`src/design/stwl_pkg.sv`:
```
package stwl_pkg;

    localparam int BUFFER_DEPTH_DEF     = 2048;
    localparam int BUFFER_MIDDLE_DEF    = 1024;
    localparam int WINDOW_WIDTH_DEF     = 250;
    localparam int LEFT_BOUND_DEF       = 125;
    localparam int RIGHT_BOUND_DEF      = 1923;
    localparam int GRID_STEP_POINTS_DEF = 5;

    localparam int SAMPLE_W = 12;
    localparam int PAN_W    = 12;
    localparam int TB_W     = 20;
    localparam int POS_W    = 11;
    localparam int START_W  = 13;
    localparam int TPOS_W   = 32;
    localparam int DATA_W   = 32;
    localparam int ADDR_W   = 4;

    // signed working width for window arithmetic, covers bounds and indexes up to 262143
    localparam int CALC_W = 19;
    // magnitude width of the room before the grid division
    localparam int ROOM_W = 17;

    localparam logic [SAMPLE_W-1:0] LEVEL_RESET = SAMPLE_W'(2048);
    localparam logic [PAN_W-1:0]    PAN_RESET   = '0;
    localparam logic [TB_W-1:0]     TB_RESET    = TB_W'(1000);

    localparam logic [1:0] REG_TRIGGER_LEVEL  = 2'd0;
    localparam logic [1:0] REG_PAN_OFFSET     = 2'd1;
    localparam logic [1:0] REG_TIMEBASE_VALUE = 2'd2;

endpackage

```
`src/design/scope_trigger_window_locator.sv`:
```
// result: once the last sample word is taken, the result passes the stage registers to m_valid
// throughput: one sample word per cycle while s_ready is high; search updates per word
// stages: search registers, window compare and grid divide, time multiply and saturation
// reset: aresetn synchronous active low, clears the search state and the pipeline and
// restores trigger_level 2048, pan_offset 0, timebase_value 1000
module scope_trigger_window_locator
    import stwl_pkg::*;
#(
    parameter int BUFFER_DEPTH     = BUFFER_DEPTH_DEF,
    parameter int BUFFER_MIDDLE    = BUFFER_MIDDLE_DEF,
    parameter int WINDOW_WIDTH     = WINDOW_WIDTH_DEF,
    parameter int LEFT_BOUND       = LEFT_BOUND_DEF,
    parameter int RIGHT_BOUND      = RIGHT_BOUND_DEF,
    parameter int GRID_STEP_POINTS = GRID_STEP_POINTS_DEF
) (
    input  logic                       aclk,
    input  logic                       aresetn,

    input  logic                       psel,
    input  logic                       penable,
    input  logic                       pwrite,
    input  logic [ADDR_W-1:0]          paddr,
    input  logic [DATA_W-1:0]          pwdata,
    output logic [DATA_W-1:0]          prdata,
    output logic                       pready,

    input  logic                       s_valid,
    output logic                       s_ready,
    input  logic [SAMPLE_W-1:0]        s_sample,
    input  logic                       s_last,

    output logic                       m_valid,
    input  logic                       m_ready,
    output logic [POS_W-1:0]           m_trigger_position,
    output logic                       m_trigger_found,
    output logic signed [START_W-1:0]  m_window_start,
    output logic signed [PAN_W-1:0]    m_adjusted_pan,
    output logic signed [TPOS_W-1:0]   m_time_position,
    output logic                       m_pan_clamped
);

    localparam int IW   = $clog2(BUFFER_DEPTH + 1);
    localparam int DMAX = (BUFFER_MIDDLE > BUFFER_DEPTH) ? BUFFER_MIDDLE : BUFFER_DEPTH;
    localparam int DW   = $clog2(DMAX + 1);
    localparam int GL   = $clog2(GRID_STEP_POINTS);

    localparam int    ROOM_SH    = ROOM_W + GL;
    localparam int    ROOM_PW    = ROOM_SH + ROOM_W;
    localparam longint ROOM_RECIP =
        ((longint'(1) << ROOM_SH) + GRID_STEP_POINTS - 1) / GRID_STEP_POINTS;

    localparam int    TB_SH    = TB_W + GL;
    localparam int    TB_PW    = TB_SH + TB_W;
    localparam longint TB_RECIP =
        ((longint'(1) << TB_SH) + GRID_STEP_POINTS - 1) / GRID_STEP_POINTS;

    localparam int TP_W = TB_W + ROOM_W + 1;

    localparam logic [IW-1:0] DEPTH_C = IW'(BUFFER_DEPTH);
    localparam logic [DW-1:0] MID_C   = DW'(BUFFER_MIDDLE);

    localparam logic signed [CALC_W-1:0] LEFT_C  = CALC_W'(LEFT_BOUND);
    localparam logic signed [CALC_W-1:0] RIGHT_C = CALC_W'(RIGHT_BOUND);
    localparam logic signed [CALC_W-1:0] WIDTH_C = CALC_W'(WINDOW_WIDTH);
    localparam logic signed [CALC_W-1:0] GRID_C  = CALC_W'(GRID_STEP_POINTS);
    localparam logic signed [CALC_W-1:0] PAN_MAX = CALC_W'(2047);
    localparam logic signed [CALC_W-1:0] PAN_MIN = -CALC_W'(2048);
    localparam logic signed [CALC_W-1:0] ST_MAX  = CALC_W'(4095);
    localparam logic signed [CALC_W-1:0] ST_MIN  = -CALC_W'(4096);
    localparam logic signed [TP_W-1:0]   TP_MAX  = TP_W'(64'sd2147483647);
    localparam logic signed [TP_W-1:0]   TP_MIN  = -TP_MAX - TP_W'(1);

    // configuration
    logic [SAMPLE_W-1:0]     level_reg;
    logic signed [PAN_W-1:0] pan_reg;
    logic [TB_W-1:0]         tb_reg;
    logic [TB_W-1:0]         unit_reg;
    logic [TB_PW-1:0]        unit_prod;
    logic                    cfg_write;
    logic [1:0]              cfg_index;

    // search state
    logic [SAMPLE_W-1:0] prev_reg;
    logic [IW-1:0]       idx_reg;
    logic [IW-1:0]       best_reg;
    logic [DW-1:0]       dist_reg;
    logic [IW-1:0]       best_next;
    logic [DW-1:0]       dist_next;
    logic [IW-1:0]       cross_idx;
    logic [DW-1:0]       cross_ext;
    logic [DW-1:0]       cross_dist;
    logic                cross_hit;
    logic                idx_full;
    logic                s_accept;

    // pipeline control
    logic p1_valid_reg;
    logic p2_valid_reg;
    logic m_valid_reg;
    logic out_free;
    logic p2_move;
    logic p2_free;
    logic p1_move;

    // stage 1
    logic [IW-1:0]              p1_t_reg;
    logic signed [CALC_W-1:0]   t1_s;
    logic signed [CALC_W-1:0]   pan_s;
    logic signed [CALC_W-1:0]   tp_s;
    logic signed [CALC_W-1:0]   room;
    logic signed [CALC_W-1:0]   room_abs;
    logic [ROOM_W-1:0]          room_mag;
    logic [ROOM_PW-1:0]         room_prod;
    logic [ROOM_W-1:0]          quot;
    logic                       p2_clamped_next;
    logic signed [ROOM_W:0]     p2_steps_next;
    logic signed [CALC_W-1:0]   p2_start_next;

    // stage 2
    logic [IW-1:0]              p2_t_reg;
    logic                       p2_clamped_reg;
    logic signed [ROOM_W:0]     p2_steps_reg;
    logic signed [CALC_W-1:0]   p2_start_reg;
    logic signed [CALC_W-1:0]   t2_s;
    logic signed [CALC_W-1:0]   adj_full;
    logic signed [CALC_W-1:0]   adj_sat;
    logic signed [CALC_W-1:0]   start_sel;
    logic signed [CALC_W-1:0]   start_sat;
    logic signed [TP_W-1:0]     tpos_full;
    logic signed [TP_W-1:0]     tpos_sat;
    logic [31:0]                t2_wide;
    logic signed [PAN_W-1:0]    m_adj_next;
    logic signed [TPOS_W-1:0]   m_tpos_next;

    logic [POS_W-1:0]           m_pos_reg;
    logic                       m_found_reg;
    logic signed [START_W-1:0]  m_start_reg;
    logic signed [PAN_W-1:0]    m_adj_reg;
    logic signed [TPOS_W-1:0]   m_tpos_reg;
    logic                       m_clamped_reg;

    // apb register file
    assign pready    = 1'b1;
    assign cfg_write = psel && penable && pwrite;
    assign cfg_index = paddr[ADDR_W-1:2];

    always_comb begin
        case (cfg_index)
            REG_TRIGGER_LEVEL:  prdata = {{(DATA_W-SAMPLE_W){1'b0}}, level_reg};
            REG_PAN_OFFSET:     prdata = {{(DATA_W-PAN_W){1'b0}}, pan_reg};
            REG_TIMEBASE_VALUE: prdata = {{(DATA_W-TB_W){1'b0}}, tb_reg};
            default:            prdata = '0;
        endcase
    end

    always_ff @(posedge aclk) begin
        if (!aresetn) begin
            level_reg <= LEVEL_RESET;
            pan_reg   <= PAN_RESET;
            tb_reg    <= TB_RESET;
        end else if (cfg_write) begin
            case (cfg_index)
                REG_TRIGGER_LEVEL:  level_reg <= pwdata[SAMPLE_W-1:0];
                REG_PAN_OFFSET:     pan_reg   <= pwdata[PAN_W-1:0];
                REG_TIMEBASE_VALUE: tb_reg    <= pwdata[TB_W-1:0];
                default: ;
            endcase
        end
    end

    // timebase units per grid step, exact reciprocal multiply
    assign unit_prod = TB_PW'(tb_reg) * TB_PW'(TB_RECIP);

    always_ff @(posedge aclk) begin
        unit_reg <= unit_prod[TB_SH +: TB_W];
    end

    // handshake chain
    assign out_free = !m_valid_reg || m_ready;
    assign p2_move  = p2_valid_reg && out_free;
    assign p2_free  = !p2_valid_reg || p2_move;
    assign p1_move  = p1_valid_reg && p2_free;
    assign s_ready  = !p1_valid_reg || p2_free;
    assign s_accept = s_valid && s_ready;

    // crossing search
    assign idx_full   = (idx_reg == DEPTH_C);
    assign cross_idx  = idx_reg - IW'(1);
    assign cross_ext  = DW'(cross_idx);
    assign cross_dist = (cross_ext > MID_C) ? (cross_ext - MID_C) : (MID_C - cross_ext);
    assign cross_hit  = !idx_full && (idx_reg != '0) && (prev_reg < level_reg)
                        && (s_sample > level_reg) && (cross_idx != '0);

    always_comb begin
        best_next = best_reg;
        dist_next = dist_reg;
        if (cross_hit && ((best_reg == '0) || (cross_dist <= dist_reg))) begin
            best_next = cross_idx;
            dist_next = cross_dist;
        end
    end

    always_ff @(posedge aclk) begin
        if (!aresetn) begin
            prev_reg <= '0;
            idx_reg  <= '0;
            best_reg <= '0;
            dist_reg <= '0;
        end else if (s_accept) begin
            if (s_last) begin
                prev_reg <= '0;
                idx_reg  <= '0;
                best_reg <= '0;
                dist_reg <= '0;
            end else if (!idx_full) begin
                prev_reg <= s_sample;
                idx_reg  <= idx_reg + IW'(1);
                best_reg <= best_next;
                dist_reg <= dist_next;
            end
        end
    end

    // stage 1: window placement and grid division of the room
    assign t1_s  = CALC_W'(p1_t_reg);
    assign pan_s = CALC_W'(pan_reg);
    assign tp_s  = t1_s + pan_s;

    always_comb begin
        p2_clamped_next = 1'b0;
        room            = '0;
        p2_start_next   = '0;
        if (tp_s < LEFT_C) begin
            if (t1_s < LEFT_C) begin
                p2_start_next = t1_s;
            end else begin
                room            = LEFT_C - t1_s;
                p2_clamped_next = 1'b1;
            end
        end else if (tp_s > RIGHT_C) begin
            if (t1_s > RIGHT_C) begin
                p2_start_next = t1_s - WIDTH_C;
            end else begin
                room            = RIGHT_C - t1_s;
                p2_clamped_next = 1'b1;
            end
        end else begin
            p2_start_next = tp_s - LEFT_C;
        end
    end

    // divide toward zero: magnitude quotient with the sign put back
    assign room_abs  = room[CALC_W-1] ? -room : room;
    assign room_mag  = room_abs[ROOM_W-1:0];
    assign room_prod = ROOM_PW'(room_mag) * ROOM_PW'(ROOM_RECIP);
    assign quot      = room_prod[ROOM_SH +: ROOM_W];

    always_comb begin
        if (room[CALC_W-1]) begin
            p2_steps_next = -signed'({1'b0, quot});
        end else begin
            p2_steps_next = signed'({1'b0, quot});
        end
    end

    always_ff @(posedge aclk) begin
        if (!aresetn) begin
            p1_valid_reg <= 1'b0;
        end else if (s_accept && s_last) begin
            p1_valid_reg <= 1'b1;
        end else if (p1_move) begin
            p1_valid_reg <= 1'b0;
        end
    end

    always_ff @(posedge aclk) begin
        if (s_accept && s_last) begin
            p1_t_reg <= best_next;
        end
    end

    always_ff @(posedge aclk) begin
        if (!aresetn) begin
            p2_valid_reg <= 1'b0;
        end else if (p1_move) begin
            p2_valid_reg <= 1'b1;
        end else if (p2_move) begin
            p2_valid_reg <= 1'b0;
        end
    end

    always_ff @(posedge aclk) begin
        if (p1_move) begin
            p2_t_reg       <= p1_t_reg;
            p2_clamped_reg <= p2_clamped_next;
            p2_steps_reg   <= p2_steps_next;
            p2_start_reg   <= p2_start_next;
        end
    end

    // stage 2: clamped pan, time position and saturation
    assign t2_s     = CALC_W'(p2_t_reg);
    assign adj_full = CALC_W'(p2_steps_reg) * GRID_C;

    always_comb begin
        if (adj_full > PAN_MAX) begin
            adj_sat = PAN_MAX;
        end else if (adj_full < PAN_MIN) begin
            adj_sat = PAN_MIN;
        end else begin
            adj_sat = adj_full;
        end
    end

    assign start_sel = p2_clamped_reg ? (t2_s + adj_sat - LEFT_C) : p2_start_reg;

    always_comb begin
        if (start_sel > ST_MAX) begin
            start_sat = ST_MAX;
        end else if (start_sel < ST_MIN) begin
            start_sat = ST_MIN;
        end else begin
            start_sat = start_sel;
        end
    end

    assign tpos_full = signed'(TP_W'(unit_reg)) * TP_W'(p2_steps_reg);

    always_comb begin
        if (tpos_full > TP_MAX) begin
            tpos_sat = TP_MAX;
        end else if (tpos_full < TP_MIN) begin
            tpos_sat = TP_MIN;
        end else begin
            tpos_sat = tpos_full;
        end
    end

    assign m_adj_next  = p2_clamped_reg ? adj_sat[PAN_W-1:0] : pan_reg;
    assign m_tpos_next = p2_clamped_reg ? tpos_sat[TPOS_W-1:0] : '0;
    assign t2_wide     = 32'(p2_t_reg);

    always_ff @(posedge aclk) begin
        if (!aresetn) begin
            m_valid_reg <= 1'b0;
        end else if (p2_move) begin
            m_valid_reg <= 1'b1;
        end else if (m_ready) begin
            m_valid_reg <= 1'b0;
        end
    end

    always_ff @(posedge aclk) begin
        if (p2_move) begin
            m_pos_reg     <= t2_wide[POS_W-1:0];
            m_found_reg   <= (p2_t_reg != '0);
            m_start_reg   <= start_sat[START_W-1:0];
            m_adj_reg     <= m_adj_next;
            m_tpos_reg    <= m_tpos_next;
            m_clamped_reg <= p2_clamped_reg;
        end
    end

    assign m_valid            = m_valid_reg;
    assign m_trigger_position = m_pos_reg;
    assign m_trigger_found    = m_found_reg;
    assign m_window_start     = m_start_reg;
    assign m_adjusted_pan     = m_adj_reg;
    assign m_time_position    = m_tpos_reg;
    assign m_pan_clamped      = m_clamped_reg;

endmodule
```
`config.mk`:
```
export PLATFORM = sky130hd
export DESIGN_NAME = scope_trigger_window_locator
export DESIGN_NICKNAME = d
export VERILOG_FILES = /design/src/design/stwl_pkg.sv /design/src/design/scope_trigger_window_locator.sv
export SDC_FILE = /design/constraint.sdc
export NUM_CORES = 2
export LEC_CHECK = 0
export BUFFER_PORTS_ARGS = -buffer_cell sky130_fd_sc_hd__buf_4
export CAP_MARGIN = 20
export CORE_UTILIZATION = 55
export CTS_CLUSTER_DIAMETER = 50
export DETAILED_ROUTE_END_ITERATION = 16
export GPL_ROUTABILITY_DRIVEN = 0
export PLACE_DENSITY = 0.77
export SLEW_MARGIN = 5
export SYNTH_ARGS = -nofsm -noshare
export SYNTH_HDL_FRONTEND = slang
export SYNTH_SLANG_ARGS = --single-unit
```
`constraint.sdc`:
```
create_clock -name aclk -period 17.35 [get_ports aclk]
set_clock_uncertainty 0.05 [all_clocks]
set_input_delay 0.8675 -clock aclk [delete_from_list [all_inputs] [get_ports aclk]]
set_output_delay 0.8675 -clock aclk [all_outputs]
set_load 0.05 [all_outputs]
```
==> out/summary.txt <==
Met2 Usage GRT -> 44.7%
Max_slew headroom -> 28.9%
Initial drt markers -> 1916
# IOs -> 161
DP HPWL -> 70900 um
Asr flop ratio synth -> 0%
Vias in the first global route -> 28500
Die H -> 264 um
Port Buffers -> 133
Sequential area share after synthesis -> 16.2%
CP Launch Point -> p1_t_reg[0]
Area grow syn2layout -> 7.68%
Most frequent cell after synthesis -> inv_1
RR Endpoint -> p2_steps_reg[15]
Number of diodes -> 0
Final period util -> 69.9%
Fraction of layout cells with a size suffix above 1 -> 6.54%
Setup TNS -> 0 ns
Rows -> 95
DP Cell Count -> 5004
RSZ-0062 raised after global routing -> no
Top_reg_cell synth -> edfxtp_1
Antenna-violating nets left -> 0
Clock transition at path regs -> 0.06 ns
Crit-path max cell delay -> 0.64 ns
Die Footprint -> 0.0695 sq mm
Clock tree buffer depth -> 3
Register bit total from synthesis -> 241
Synth Cell Area -> 0.0376 sq mm
Critical path type -> reg2reg
Initial antenna violation count -> 1
Hold Fails Final Rpt -> 0
Die width -> 264 um
Startpoint types -> flop
Clk_lat worst skew -> 0.61 ns
Crit path capture type -> flop
Max Fclk -> 82.4 MHz
CP Max Fanout -> 14
Core Box Area -> 0.0674 sq mm
Setup bufs post-CTS -> 0
Worst hold slack -> 0.442 ns
Final Non-Filler Cells -> 5063
DR pass1 iterations -> 6
Flop2flop setup slack -> 5.22 ns
Top Usage Layer GRT -> met2
Initial core utilization -> 55.8%
GRT Total Usage -> 26.0%
CTS HTree Levels -> 1
GRT met1 Usage -> 34.0%
CTS Hold Bufs -> 0
Top cell type's share of synthesized area -> 25.7%
Placed cell areas -> 0.0395 sq mm
Final wirelength -> 88800 um
Worst reg2reg path startpoint -> p1_t_reg[0]
Pin count of the biggest net entering global routing -> 87
Vias/cell -> 5.58
Final Cell Area -> 0.0405 sq mm
Critical Path Sink -> p2_steps_reg[15]
GR Util met3 -> 3.25%
Hold crit path type -> reg2reg
CTS Sinks -> 241
Post-CTS sizing -> 0
Synthesis Warnings -> 0
Post-synthesis cell type count -> 95
Root buffer cell -> clkbuf_16
Arr. time, crit path -> 12.43 ns
Wire per inst -> 17.5 um
Post-synth top cells -> inv_1 (818), ha_1 (595), fa_1 (483), nand2_1 (376), a21oi_1 (152)
CP max-delay cell -> a21oi_2
Nets@finish -> 5300
Max reg flops -> 32
Max_cap viols -> 0
Reg2reg path depth -> 41
Mapped Cells -> 4081
Yosys top cell by area -> fa_1
CTS tree -> built
Slew Viols, Final -> 0
Global-route wire length before repair -> 146000 um
Worst-Margin Slew -> 1.05 ns
Final setup fails -> 0
Total CTS buffers -> 30
Crit path time final -> 12.13 ns
Avg Inst Size Synth -> 9.22 sq um
EDFF count, synth -> 128
# DRC -> 0
DR vias -> 28300
Largest cells by area after synthesis -> fa_1 (26%), ha_1 (20%), edfxtp_1 (10%), inv_1 (8.2%), dfxtp_1 (6.0%)
GR Overflow Total -> 0
Crit path required time -> 17.65 ns
Status -> finished, final reports clean
[routing by layer]
metal  routed length (um)  part of all wire [%]
met3                 5540                   6.2
met4                 3020                   3.4
met5                   10                 0.011
met1                37700                    42
met2                42600                    48
[critical path, delay by kind of cell, from the launching register on]
family	cells	cell delay [ns]
buf+inv	5	0.42
simple gates	13	3.26
fa+ha+maj	9	3.91
xor+xnor	2	0.53
flops	1	0.63
compound gates	12	3.06
[cell families (layout without fill, tap and decap cells)]
kind of cell    after synthesis  after routing  share of synthesized area [%]
buf+inv                     969           1036                           9.85
compound gates              594            594                           10.3
mux                          52             52                           1.43
fa+ha+maj                  1078           1078                           45.5
simple gates                970            970                           12.6
other cells                   2             44                         0.0200
flops                       241            241                           16.2
xor+xnor                    175            175                           4.11
[final cells by class]
cell class	count	area [sq um]
multi-input cells	2913	28000
clock buffers	36	793
repair buffers	161	1220
well taps	873	1090
fillers	5649	26900
flip-flops and latches	241	6110
clock inverters	20	235
inverters	819	3070
[layout by cell type (no fill, tap or decap), types with 7 or more instances in the layout]
cell type and n:
conb_1 44, clkbuf_16 30, mux2_2 10, xor2_1 64, o31ai_1 15, a31oi_1 18
xnor2_1 109, and2_1 127, o21ai_0 146, inv_1 818, or3_1 20, or2_2 11
o21a_1 18, nand2_1 376, nand4_1 26, a22oi_1 26, nand2b_1 33, o211ai_1 9
a211oi_1 13, o2111ai_1 7, dfxtp_1 113, nor4_1 12, a21oi_1 152, and3_1 28
a21boi_0 31, ha_1 595, nand3_1 52, nor3_1 41, mux2i_1 41, a211o_1 7
fa_1 483, a21o_1 58, edfxtp_1 128, buf_4 158, nor2b_1 74, nor2_1 140
o21bai_1 16
[how the worst min path moves through the flow]
stage	startpoint	endpoint	slack [ns]	cells after the start
after floorplan	p2_t_reg[0]	m_trigger_position[0]	0.40	0
after global placement	level_reg[7]	level_reg[7]	0.42	2
after detailed placement	p2_t_reg[0]	m_trigger_position[0]	0.43	0
after CTS	pwdata[14]	tb_reg[14]	0.44	3
after global routing	pwdata[14]	tb_reg[14]	0.45	3
final	level_reg[6]	level_reg[6]	0.44	2
[metrics by stage]
step                utilization, %  setup WS [ns]
floorplan                        -           6.75
global placement              58.5           5.64
detailed placement            58.6           5.37
CTS                           60.1           5.33
global route                  60.1           4.67
finish                        60.1           5.22
Power is left out: the tool's default activity adds up to more than one toggle a clock period on the data nets, which glitch-free logic cannot reach.
